--- config.mk ---
export PLATFORM = sky130hd
export DESIGN_NAME = btps_divsqrt
export DESIGN_NICKNAME = d
export VERILOG_FILES = /design/src/hw/rtl/btps_pkg.sv /design/src/hw/rtl/btps_divsqrt.sv
export SDC_FILE = /design/constraint.sdc
export NUM_CORES = 1
export LEC_CHECK = 0
export ABC_CLOCK_PERIOD_IN_PS = 10400
export CORE_MARGIN = 4
export CORE_UTILIZATION = 25
export CTS_CLUSTER_DIAMETER = 200
export DETAILED_ROUTE_END_ITERATION = 8
export DONT_BUFFER_PORTS = 1
export GPL_TIMING_DRIVEN = 0
export SYNTH_ARGS = -nofsm -noshare
export SYNTH_HDL_FRONTEND = slang
export SYNTH_SLANG_ARGS = --single-unit
export TNS_END_PERCENT = 20
--- constraint.sdc ---
create_clock -name clock -period 10.4 [get_ports clock]
set_input_delay 0.52 -clock clock [delete_from_list [all_inputs] [get_ports clock]]
set_output_delay 0.52 -clock clock [all_outputs]
set_load 0.005 [all_outputs]
--- src/hw/rtl/btps_pkg.sv ---
// Package for the box transit peak search core: sizes, state codes and
// the sequencer state enum. No dependencies.
`timescale 1ns / 1ps
package btps_pkg;
   localparam int MaxBins      = 1024;
   localparam int BinAw        = 10;
   localparam int MaxDurations = 256;

   localparam logic [0:0] CsrNumBins  = 1'd0;
   localparam logic [0:0] CsrS2nFloor = 1'd1;

   localparam logic KindLoad = 1'b0;

   typedef enum logic [3:0] {
      ST_IDLE,
      ST_PRIME,     // accumulate first window
      ST_SWEEP,     // slide box over bins, write window stores
      ST_EPOCH_RD,  // issue reads of three windows
      ST_MEAN,      // divide window sums by counts
      ST_SQRT,      // two square roots
      ST_DIV,       // final quotient
      ST_CMP,       // compare with best
      ST_DONE
   } state_type;
endpackage

--- src/hw/rtl/btps_divsqrt.sv ---
// Shared iterative unit: restoring divide (one quotient bit a cycle) or
// integer square root (one result bit a cycle). Uses btps_pkg.
`timescale 1ns / 1ps
module btps_divsqrt
   import btps_pkg::*;
(
   input  logic        clock,
   input  logic        reset,
   input  logic        start,
   input  logic        is_sqrt,
   input  logic [63:0] num,
   input  logic [63:0] den,
   output logic        done,
   output logic [63:0] result
);
   logic [63:0] rem_ff, rem_in;
   logic [63:0] quo_ff, quo_in;
   logic [63:0] num_ff, num_in;
   logic [63:0] den_ff, den_in;
   logic [6:0]  cnt_ff, cnt_in;
   logic        busy_ff, busy_in;
   logic        sq_ff, sq_in;
   logic        done_ff, done_in;
   logic [64:0] trial;
   logic [63:0] rem_sh;

   always_comb begin
      rem_in  = rem_ff;
      quo_in  = quo_ff;
      num_in  = num_ff;
      den_in  = den_ff;
      cnt_in  = cnt_ff;
      busy_in = busy_ff;
      sq_in   = sq_ff;
      done_in = 1'b0;
      rem_sh  = '0;
      trial   = '0;
      if (start) begin
         rem_in  = '0;
         quo_in  = '0;
         num_in  = num;
         den_in  = den;
         sq_in   = is_sqrt;
         busy_in = 1'b1;
         cnt_in  = is_sqrt ? 7'd32 : 7'd64;
      end else if (busy_ff) begin
         if (sq_ff) begin
            // bring in two radicand bits, try 4r+1
            rem_sh = {rem_ff[61:0], num_ff[63:62]};
            trial  = {1'b0, rem_sh} - {1'b0, quo_ff[61:0], 2'b01};
            num_in = {num_ff[61:0], 2'b00};
         end else begin
            // bring in one dividend bit, try subtract divisor
            rem_sh = {rem_ff[62:0], num_ff[63]};
            trial  = {rem_ff[63], rem_sh} - {1'b0, den_ff};
            num_in = {num_ff[62:0], 1'b0};
         end
         if (!trial[64]) begin
            rem_in = trial[63:0];
            quo_in = {quo_ff[62:0], 1'b1};
         end else begin
            rem_in = rem_sh;
            quo_in = {quo_ff[62:0], 1'b0};
         end
         cnt_in = cnt_ff - 7'd1;
         if (cnt_ff == 7'd1) begin
            busy_in = 1'b0;
            done_in = 1'b1;
         end
      end
   end

   always_ff @(posedge clock) begin
      if (reset) begin
         busy_ff <= 1'b0;
         done_ff <= 1'b0;
         cnt_ff  <= '0;
      end else begin
         busy_ff <= busy_in;
         done_ff <= done_in;
         cnt_ff  <= cnt_in;
      end
      rem_ff <= rem_in;
      quo_ff <= quo_in;
      num_ff <= num_in;
      den_ff <= den_in;
      sq_ff  <= sq_in;
   end

   assign done   = done_ff;
   assign result = quo_ff;

`ifndef SYNTHESIS
   a_done_pulse: assert property (@(posedge clock) disable iff (reset)
      done_ff |=> !done_ff) else $error("done not a pulse");
   a_done_idle: assert property (@(posedge clock) disable iff (reset)
      done_ff |-> !busy_ff) else $error("done while busy");
   a_cnt_zero: assert property (@(posedge clock) disable iff (reset)
      !busy_ff |-> cnt_ff == 7'd0 || $past(start)) else $error("counter left");
`endif
endmodule

### Yosys cells after proc, flatten, opt, wreduce, memory -nomap -nowiden

Index checks and enable logic that the tools add are counted.

| operators by class | value |
|---|---|
| add/sub/neg operators | 3 |
| equal/unequal tests | 1 |
| multiplexer cells | 16 |
| bitwise gates (word level) | 1 |
| reduce and logical (&&, ||, !) cells | 2 |

Operator list:

| cell | count |
|---|---|
| 64-bit 2-to-1 mux | 5 |
| 65-bit 2-to-1 mux | 3 |
| 64-bit by 64-bit subtractor with 65-bit output | 1 |
| 65-bit by 64-bit subtractor with 65-bit output | 1 |
| 7-bit 2-to-1 mux | 3 |
| 7-bit by 1-bit == test with 1-bit output, second input constant | 1 |
| 7-bit by 1-bit subtractor with 7-bit output, second input constant | 1 |
| 1-bit 2-to-1 mux | 5 |
| 3-bit OR reduction | 1 |
| 2-bit nonzero test | 1 |
| 1-bit inverter | 1 |

| word-level totals | value |
|---|---|
| flip-flop bits (word level) | 266 |
| input bits | 132 |
| output and inout port bits | 65 |

### Depth between registers and ports, before layout

Gate-level depths: netlist of run 1.

| logic depth | value |
|---|---|
| depth after elaboration | 5 |
| mapped depth | 16 |

### Worst setup path before layout of run 1

No wires, ideal clock.

| timing | value |
|---|---|
| kind | register -> register |
| start point | register num_ff[63] |
| end point | register rem_ff[58] |
| library setup time | 0.120 ns |
| data arrival time | 3.339 ns |
| required time | 10.280 ns |
| path slack | 6.941 ns |
| stages on the path, launching flop included | 15 |
| path through | edfxtp_1 > inv_1 > ha_1 > fa_1 > nand2b_1 > a21oi_1 > o311ai_1 > a2111o_1 > a21oi_1 > a21oi_1 > o21ai_1 > a31o_2 > a31oi_1 > xnor2_1 > a211o_1 |

| between the ends | value |
|---|---|
| cells in the longest elaborated chain, start to end | 5 |
| elaborated cells between the ends (all ways) | 6 |
| those cells by class | add/sub: 2; mux: 4 |

RTL lines:

| element | line | RTL |
|---|---|---|
| start, declared | btps_divsqrt.sv:18 | `logic [63:0] num_ff, num_in;` |
| start signal, assigned | btps_divsqrt.sv:85 | `num_ff <= num_in;` |
| 65-bit by 64-bit subtractor with 65-bit output or 64-bit by 64-bit subtractor with 65-bit output (tied branches) | btps_divsqrt.sv:55, btps_divsqrt.sv:50 |  |
| 65-bit 2-to-1 mux (*) | btps_divsqrt.sv:47 | `if (sq_ff) begin` |
| 65-bit 2-to-1 mux (*) | btps_divsqrt.sv:46 | `end else if (busy_ff) begin` |
| 65-bit 2-to-1 mux (*) | btps_divsqrt.sv:38 | `if (start) begin` |
| 64-bit 2-to-1 mux (*) | btps_divsqrt.sv:58 | `if (!trial[64]) begin` |
| end signal, assigned | btps_divsqrt.sv:83 | `rem_ff <= rem_in;` |
| end, declared | btps_divsqrt.sv:16 | `logic [63:0] rem_ff, rem_in;` |

Mark *: on every way between the ends. The rest lies on a longest branch, timed or not. The select of a mux whose other input is x is not followed.
A chain may end at the register's enable or synchronous reset.

### Worst setup path in the final report of run 1

Ends and elaborated chain as after synthesis.

==> run metrics, run 1 <==
die area=83460 sq um; post-route minimum period=4.899 ns; CTS Sinks=266; H-tree levels=1; GRT Util Overall=between 15 and 20%; startpoint types=register; Max Slew Vio Count=0; IO Count=a little under 200; Core Rows=102; final setup fails=0; share of post-route cells with drive strength above 1=4.376%; DP Area=between 20000 and 25000 sq um; Hold Path Class=input pin to register; Max Clock Freq=approximately 0.2 GHz; Skew-Pair Late Insertion Delay=0.60 ns; Synth-to-Final Area Change=14.13%; leakage=around 9.3 nW; post_cts resized=0; most frequent cells in the layout=nand2_1, a21oi_1, nor2_1; met3 layer usage reported by global route=roughly 4.6%; design area=around 23000 sq um; Required @ worst endpoint=about 11 ns; worst-margin pin slew=about 1.1 ns; CP Capture Type=register; nets=about 2700; Seq/Total Area, Yosys=roughly a third; Reg2Reg Setup Slack=~5.5 ns; routed wire length per instance=between 15 and 20 um; drt drc=0; Clock Path Buffers=3; Area contributors post-synth=edfxtp_1, dfxtp_1, ha_1, mux2i_1, a21oi_1; CTS tree=done; unrepaired setup endpoints after global routing=no; total of max-cap violations=0; WP depth=13; Syn Nets=between 2000 and 3000; Yosys cell types=79; grt met2 use=about 27%; Avg Cell Area, Syn=between 8 and 9 sq um; Overflow after GRT=0; Die Y=288.9 um; GP Congestion=0.9762; maximum vdd drop=0.2379 mV; Hold WS=approximately 0.021 ns; FF+latch count, synth=266; initial antenna violation count=0; # fillers=around 8500; Final Hold Fails=0; CP startpoint=num_ff[63]; outcome=complete, no violations; CTS Root Cell=clkbuf_16; DRT Pass-1 Iters=5; Post-Synthesis Cells=about 2300; initial detailed-routing violation count=1617; Setup TNS Final=0 ns; area leader, netlist=edfxtp_1; Clock transition at path regs=approximately 0.060 ns; Critical R2R Launch=num_ff[63]; Worst R2R End=rem_ff[58]; Clock Skew=0.03061 ns; Top FF cell, synth=dfxtp_1; CP max stage delay=approximately 0.81 ns; gr busiest metal=met2; fin crit share=47.10%; Arr. time, crit path=5.42 ns; Initial Util=25.34%; Slew headroom=27.87%; slowest CP cell=o31ai_1; Top delay family on crit path=compound AO/OA/AOI/OAI gates; depth of the most critical reg-to-reg path=13; Die Span X=between 200 and 300 um; EDFF count, synth=129; post-synth top area share=between 10% and 20%; fin cells=around 3500; Inserted Diodes=0; number of global-route vias before repair=17140; pin count of the biggest net entering global routing=between 70 and 80; first-pass GRT wire length=between 100000 and 150000 um; CP Cell Sequence=inv_1 -> ha_1 -> fa_1 -> nand2b_1 -> a21oi_1 -> o31a_1 -> o31ai_1 -> a211oi_1 -> o211ai_1 -> nand4_1 -> or3_1 -> mux2i_1 -> a211o_1; crit path to=rem_ff[58]; Setup CP Type=register to register; total power=around 7.9 mW; Bufs and invs on worst path=1; Via density=roughly 5; Async S/R FF share, synth=0%; yosys warns=0; Mapped Area=19730 sq um; clock buffer count from CTS=29; PortBufs=0; CP Max Fanout=10; number of cells after detailed placement=around 3400; core area=a little under 80000 sq um; Detailed Route WL=69430 um; DP HPWL=approximately 56000 um; number of antenna-violating nets in the routed design=0; commonest non-fill, non-tap cell in the layout=nand2_1; power density of the placed cells=about 350 nW/um^2; Via Count=approximately 18000; met1 Use GR=19.56%
## sequential cells by signal (all words and copies together) (netlist names)
name	flops
result	64
busy_ff	1
cnt_ff	7
sq_ff	1
rem_ff	64
den_ff	64
num_ff	64
done	1
## worst reg2reg max path, delay by kind of cell, from the launching register on
family	cells	cell delay, ns
and+or+nand+nor	3	1.33
buffers and inverters	1	0.22
DFF	1	0.57
muxes	1	0.15
AOI/OAI and AO/OA	6	2.14
adders and majority gates	2	0.43
## per-layer routing
metal	vias to the layer above	part of all wire (%)
li1	8629	-
met1	8313	40
met2	742	47
met3	146	9.1
met4	0	3.5
met5	-	0
## final cells by class
cell class	instances	area (sq um)	share of cell area (%)
inverters	177	664.4	2.951
clock buffers	42	859.6	3.818
well taps	1040	1301	5.780
multi-input cells	1760	11830	52.55
clock inverters	12	176.4	0.7836
repair buffers	44	450.4	2.001
flip-flops and latches	266	6616	29.39
plain buffers	144	615.6	2.734
## Yosys cell counts (8+ instances only)
cell type and n:
xor2_1 58, o21ai_1 8, a21o_1 64, inv_1 176, ha_1 129, buf_2 10
nor3_1 32, mux4_2 10, buf_4 8, mux2i_1 156, and2_1 8, a221oi_1 12
buf_1 21, dfxtp_1 137, o21ai_0 171, a21oi_1 221, nand3_1 23, a211oi_1 15
o21bai_1 41, a21boi_0 8, nand2b_1 14, clkbuf_1 99, a22o_1 12, nor2_1 194
nand2_1 246, o21a_1 14, a31oi_1 11, xnor2_1 68, edfxtp_1 129, a32o_1 17
nand4_1 56, or3_1 8, o211ai_1 46
## repair_timing
item | CTS | global route
endpoints found under the hold margin | 45 | 0
hold buffers | 43 | 0
endpoints found under the setup margin | 0 | 0
buffers inserted | 0 | 0
## where the power goes
part,switching [mW],internal (mW)
clock,0.460,0.675
combinational,3.27,2.00
sequential,0.262,1.26
## logic make-up (layout without fill, tap and decap cells)
| family | count (synthesis) | count (layout) | synth area share [%] |
|---|---|---|---|
| DFF | 266 | 266 | 33.54 |
| buffers and inverters | 321 | 419 | 6.489 |
| xor gates and xnor gates | 126 | 126 | 5.594 |
| and+or+nand+nor | 620 | 620 | 13.95 |
| AOI/OAI and AO/OA | 712 | 712 | 22.75 |
| muxes | 172 | 172 | 9.400 |
| adders and majority gates | 130 | 130 | 8.284 |
## stage by stage
step	utilization [%]	setup slack, ns
after global placement	27.01	5.781
after CTS	28.92	5.714
after detailed placement	27.04	5.780
final	28.92	5.501
after floorplan	-	6.941
after global routing	28.92	5.454
## how the worst min path moves through the flow
stage,from,end,slack (ns),depth (start not counted)
after floorplan,rem_ff[52],rem_ff[52],0.47,2
after global placement,cnt_ff[1],cnt_ff[1],0.49,2
after detailed placement,cnt_ff[1],cnt_ff[1],0.49,2
after CTS,den[15],den_ff[15],0.002,0
after global routing,den[12],den_ff[12],0.005,0
final,den[6],den_ff[6],0.02,0
No activity file was read; power rests on OpenSTA's default activity.
==> inputs of run 2 (changes only) <==
- ABC_AREA: not set -> 1
- ABC_CLOCK_PERIOD_IN_PS: 10400 -> 3990
- clock period: 10.4 -> 3.99 ns (I/O delays scaled with it)
==> run 2 against run 1 <==
Compared with the run above:
- worst setup slack got worse by 5.2 ns
- synthesized cell count increased by 77%
- synthesized area increased by 22%
- non-clock buffer count increased by 39
- critical path type unchanged
- highest routed layer is now met5
- utilization increased by 0.63 points
- die area increased by 21%
- final cell count increased by 61%
- flip-flop and latch count unchanged
- via count increased by 44%
- critical path depth increased by 9
==> run metrics, run 2 <==
Syn Nets=4423 (was 2609); Core Rows=113 (was 102); FF+latch count, synth=266 (unchanged); commonest cells in the netlist=nand2_1, inv_1, nor2_1, a21oi_1, nand3_1 (was nand2_1, a21oi_1, nor2_1, inv_1, o21ai_0); Required @ worst endpoint=4.47 ns (was 10.92 ns); post_cts resized=0 (unchanged); Setup TNS Final=0 ns (unchanged); number of cells after detailed placement=5427 (was 3388); GP Congestion=0.9914 (was 0.9762); first-pass GRT wire length=140800 um (was 103100 um); Top FF cell, synth=dfxtp_1 (unchanged); outcome=complete, no violations (unchanged); Slew headroom=21.09% (was 27.87%); nets=4593 (was 2684); initial detailed-routing violation count=2554 (was 1617); Place WS=0.5090 ns (was 5.780 ns); post-route minimum period=3.669 ns (was 4.899 ns); Hold WS=0.003674 ns (was 0.02125 ns); Async S/R FF share, synth=0% (unchanged); unrepaired setup endpoints after global routing=no (unchanged); Overflow after GRT=0 (unchanged); CP Capture Type=register (unchanged); Setup CP Type=register to register (unchanged); post-synth top area share=25.85% (was 19.64%); fin worst setup slack=0.3209 ns (was 5.501 ns); Hold Path Class=input pin to register (unchanged); Clock Skew=0.02749 ns (was 0.03061 ns); routed wire length per instance=17.15 um (was 19.92 um); EDFF count, synth=129 (unchanged); Arr. time, crit path=4.15 ns (was 5.42 ns); commonest non-fill, non-tap cell in the layout=nand2_1 (unchanged); yosys warns=0 (unchanged); count leader, synth=nand2_1 (unchanged); GRT Util Overall=18.28% (was 15.98%); Avg Cell Area, Syn=5.789 sq um (was 8.405 sq um); DP HPWL=79970 um (was 55700 um); area leader, netlist=nand2_1 (was edfxtp_1); CTS Sinks=266 (unchanged); Clock Path Buffers=3 (unchanged); Crit path top cell by count=nand2_1; Max Slew Vio Count=0 (unchanged); core area=95290 sq um (was 77850 sq um); CTS Root Cell=clkbuf_16 (unchanged); number of global-route vias before repair=23190 (was 17140); CP max stage delay=0.65 ns (was 0.81 ns); fin cells=5628 (was 3485); initial antenna violation count=6 (was 0); Area contributors post-synth=nand2_1, edfxtp_1, inv_1, dfxtp_1, ha_1 (was edfxtp_1, dfxtp_1, ha_1, mux2i_1, a21oi_1); share of post-route cells with drive strength above 1=3.236% (was 4.376%); most frequent cells in the layout=nand2_1, inv_1, nor2_1 (was nand2_1, a21oi_1, nor2_1); worst-margin pin slew=1.179 ns (was 1.078 ns); Via Count=25620 (was 17830); Max Clock Freq=0.2725 GHz (was 0.2041 GHz); Post-Synthesis Cells=4161 (was 2347); Clock transition at path regs=0.06 ns (about the same); Synth-to-Final Area Change=16.89% (was 14.13%); number of antenna-violating nets in the routed design=0 (unchanged); slowest CP cell=edfxtp_1 (was o31ai_1); Via density=4.552 (was 5.116); fin crit share=91.96% (was 47.10%); Setup Fix Bufs, Post-CTS=0 (unchanged); Initial Util=25.28% (was 25.34%); Final Hold Fails=0 (unchanged); H-tree levels=2 (was 1); final setup fails=0 (unchanged); drt drc=0 (unchanged); total of max-cap violations=0 (unchanged); pin count of the biggest net entering global routing=66 (was 72); startpoint types=register (unchanged); clock buffer count from CTS=35 (was 29); CP Cell Sequence=inv_1 -> ha_1 -> fa_1 -> inv_1 -> nand2_1 -> nand2_1 -> nand3_1 -> nand2_2 -> nand2_1 -> nand2_1 -> nand2_1 -> nand2_2 -> nand2_2 -> nand2_1 -> nand2_2 -> nand2_1 -> nand2_2 -> nand2_4 -> buf_4 -> nand2_1 -> nand3_1 -> nand2_1 (was inv_1 -> ha_1 -> fa_1 -> nand2b_1 -> a21oi_1 -> o31a_1 -> o31ai_1 -> a211oi_1 -> o211ai_1 -> nand4_1 -> or3_1 -> mux2i_1 -> a211o_1); CTS tree=done (unchanged); PortBufs=0 (unchanged); Die Span X=318.4 um (was 288.9 um); Die Y=318.4 um (was 288.9 um); Yosys cell types=44 (was 79); Detailed Route WL=96510 um (was 69430 um); Mapped Area=24090 sq um (was 19730 sq um); die area=101400 sq um (was 83460 sq um); IO Count=197 (unchanged); DRT Pass-1 Iters=8 (was 5); Skew-Pair Late Insertion Delay=0.59 ns (was 0.60 ns); CP Max Fanout=10 (unchanged); Seq/Total Area, Yosys=27.47% (was 33.54%)
[run 2: cell count changes in the layout (fill, tap and decap cells not counted), sizes merged, moves of 57 or more]
| cell | before | now |
|---|---|---|
| mux2i | 156 | 27 |
| dlygate4sd3 | 43 | 131 |
| inv | 181 | 878 |
| nand2 | 246 | 1679 |
| a21o | 64 | 0 |
| xnor2 | 68 | 3 |
| nor2 | 195 | 309 |
| nand3 | 24 | 235 |
| o21ai | 180 | 99 |
| o22ai | 6 | 63 |
[run 2: per-stage QoR]
stage / instance area, sq um / util, %
2_1_floorplan: 24090 / -
3_3_place_gp: 25670 / 26.94
3_5_place_dp: 25700 / 26.97
4_1_cts: 28140 / 29.53
5_1_grt: 28150 / 29.54
6_report: 28160 / 29.55
[run 2: critical path: cells and delay by family, from the launching register on]
| kind | cells | cell delay, ns |
|---|---|---|
| buffers and inverters | 3 | 0.56 |
| adder cells (fa/ha/maj) | 2 | 0.64 |
| flip-flops | 1 | 0.65 |
| AND/OR/NAND/NOR | 17 | 1.69 |
[run 2: final timing paths]
kind,cells after the start,to,start,slack [ns]
worst min-delay path,1,den_ff[0],start,0.004
worst min register to register,2,cnt_ff[5],cnt_ff[5],0.51
worst max-delay path,22,rem_ff[54],num_ff[63],0.32
worst max register to register,22,rem_ff[54],num_ff[63],0.32
[run 2: kinds of logic (layout without fill, tap and decap cells)]
family | count (synthesis) | after routing | share of synthesized area, %
adder cells (fa/ha/maj) | 130 | 130 | 6.784
AO/OA/AOI/OAI | 425 | 425 | 9.407
other | 0 | 6 | 0
buffers and inverters | 968 | 1164 | 15.37
AND/OR/NAND/NOR | 2326 | 2326 | 39.16
multiplexers | 27 | 27 | 1.122
XOR/XNOR | 19 | 19 | 0.6908
flip-flops | 266 | 266 | 27.47
[run 2: area by class of cell]
class	count	area, sq um
Fill cell	10820	67140
Multi-Input combinational cell	2927	13770
Sequential cell	266	6616
Inverter	874	3281
Tap cell	1265	1583
Timing Repair Buffer	133	1366
Clock buffer	41	908.4
Buffer	94	425.4
Clock inverter	22	191.4
Antenna cell	6	15.01
[run 2: per-layer routing]
metal  track usage, %  wire length, um
met4            6.616             3616
met3            3.464             7620
met5                0                7
met2            30.74            44470
met1            23.33            40790
[run 2: timing repair]
item / in CTS / in global routing
hold endpoints to repair: 203 / 0
endpoints found under the setup margin: 0 / 0
hold buffers: 132 / 0
Power of run 2 is not shown: default switching activity piles up to over one toggle a cycle in this logic, so the estimate is an artifact.
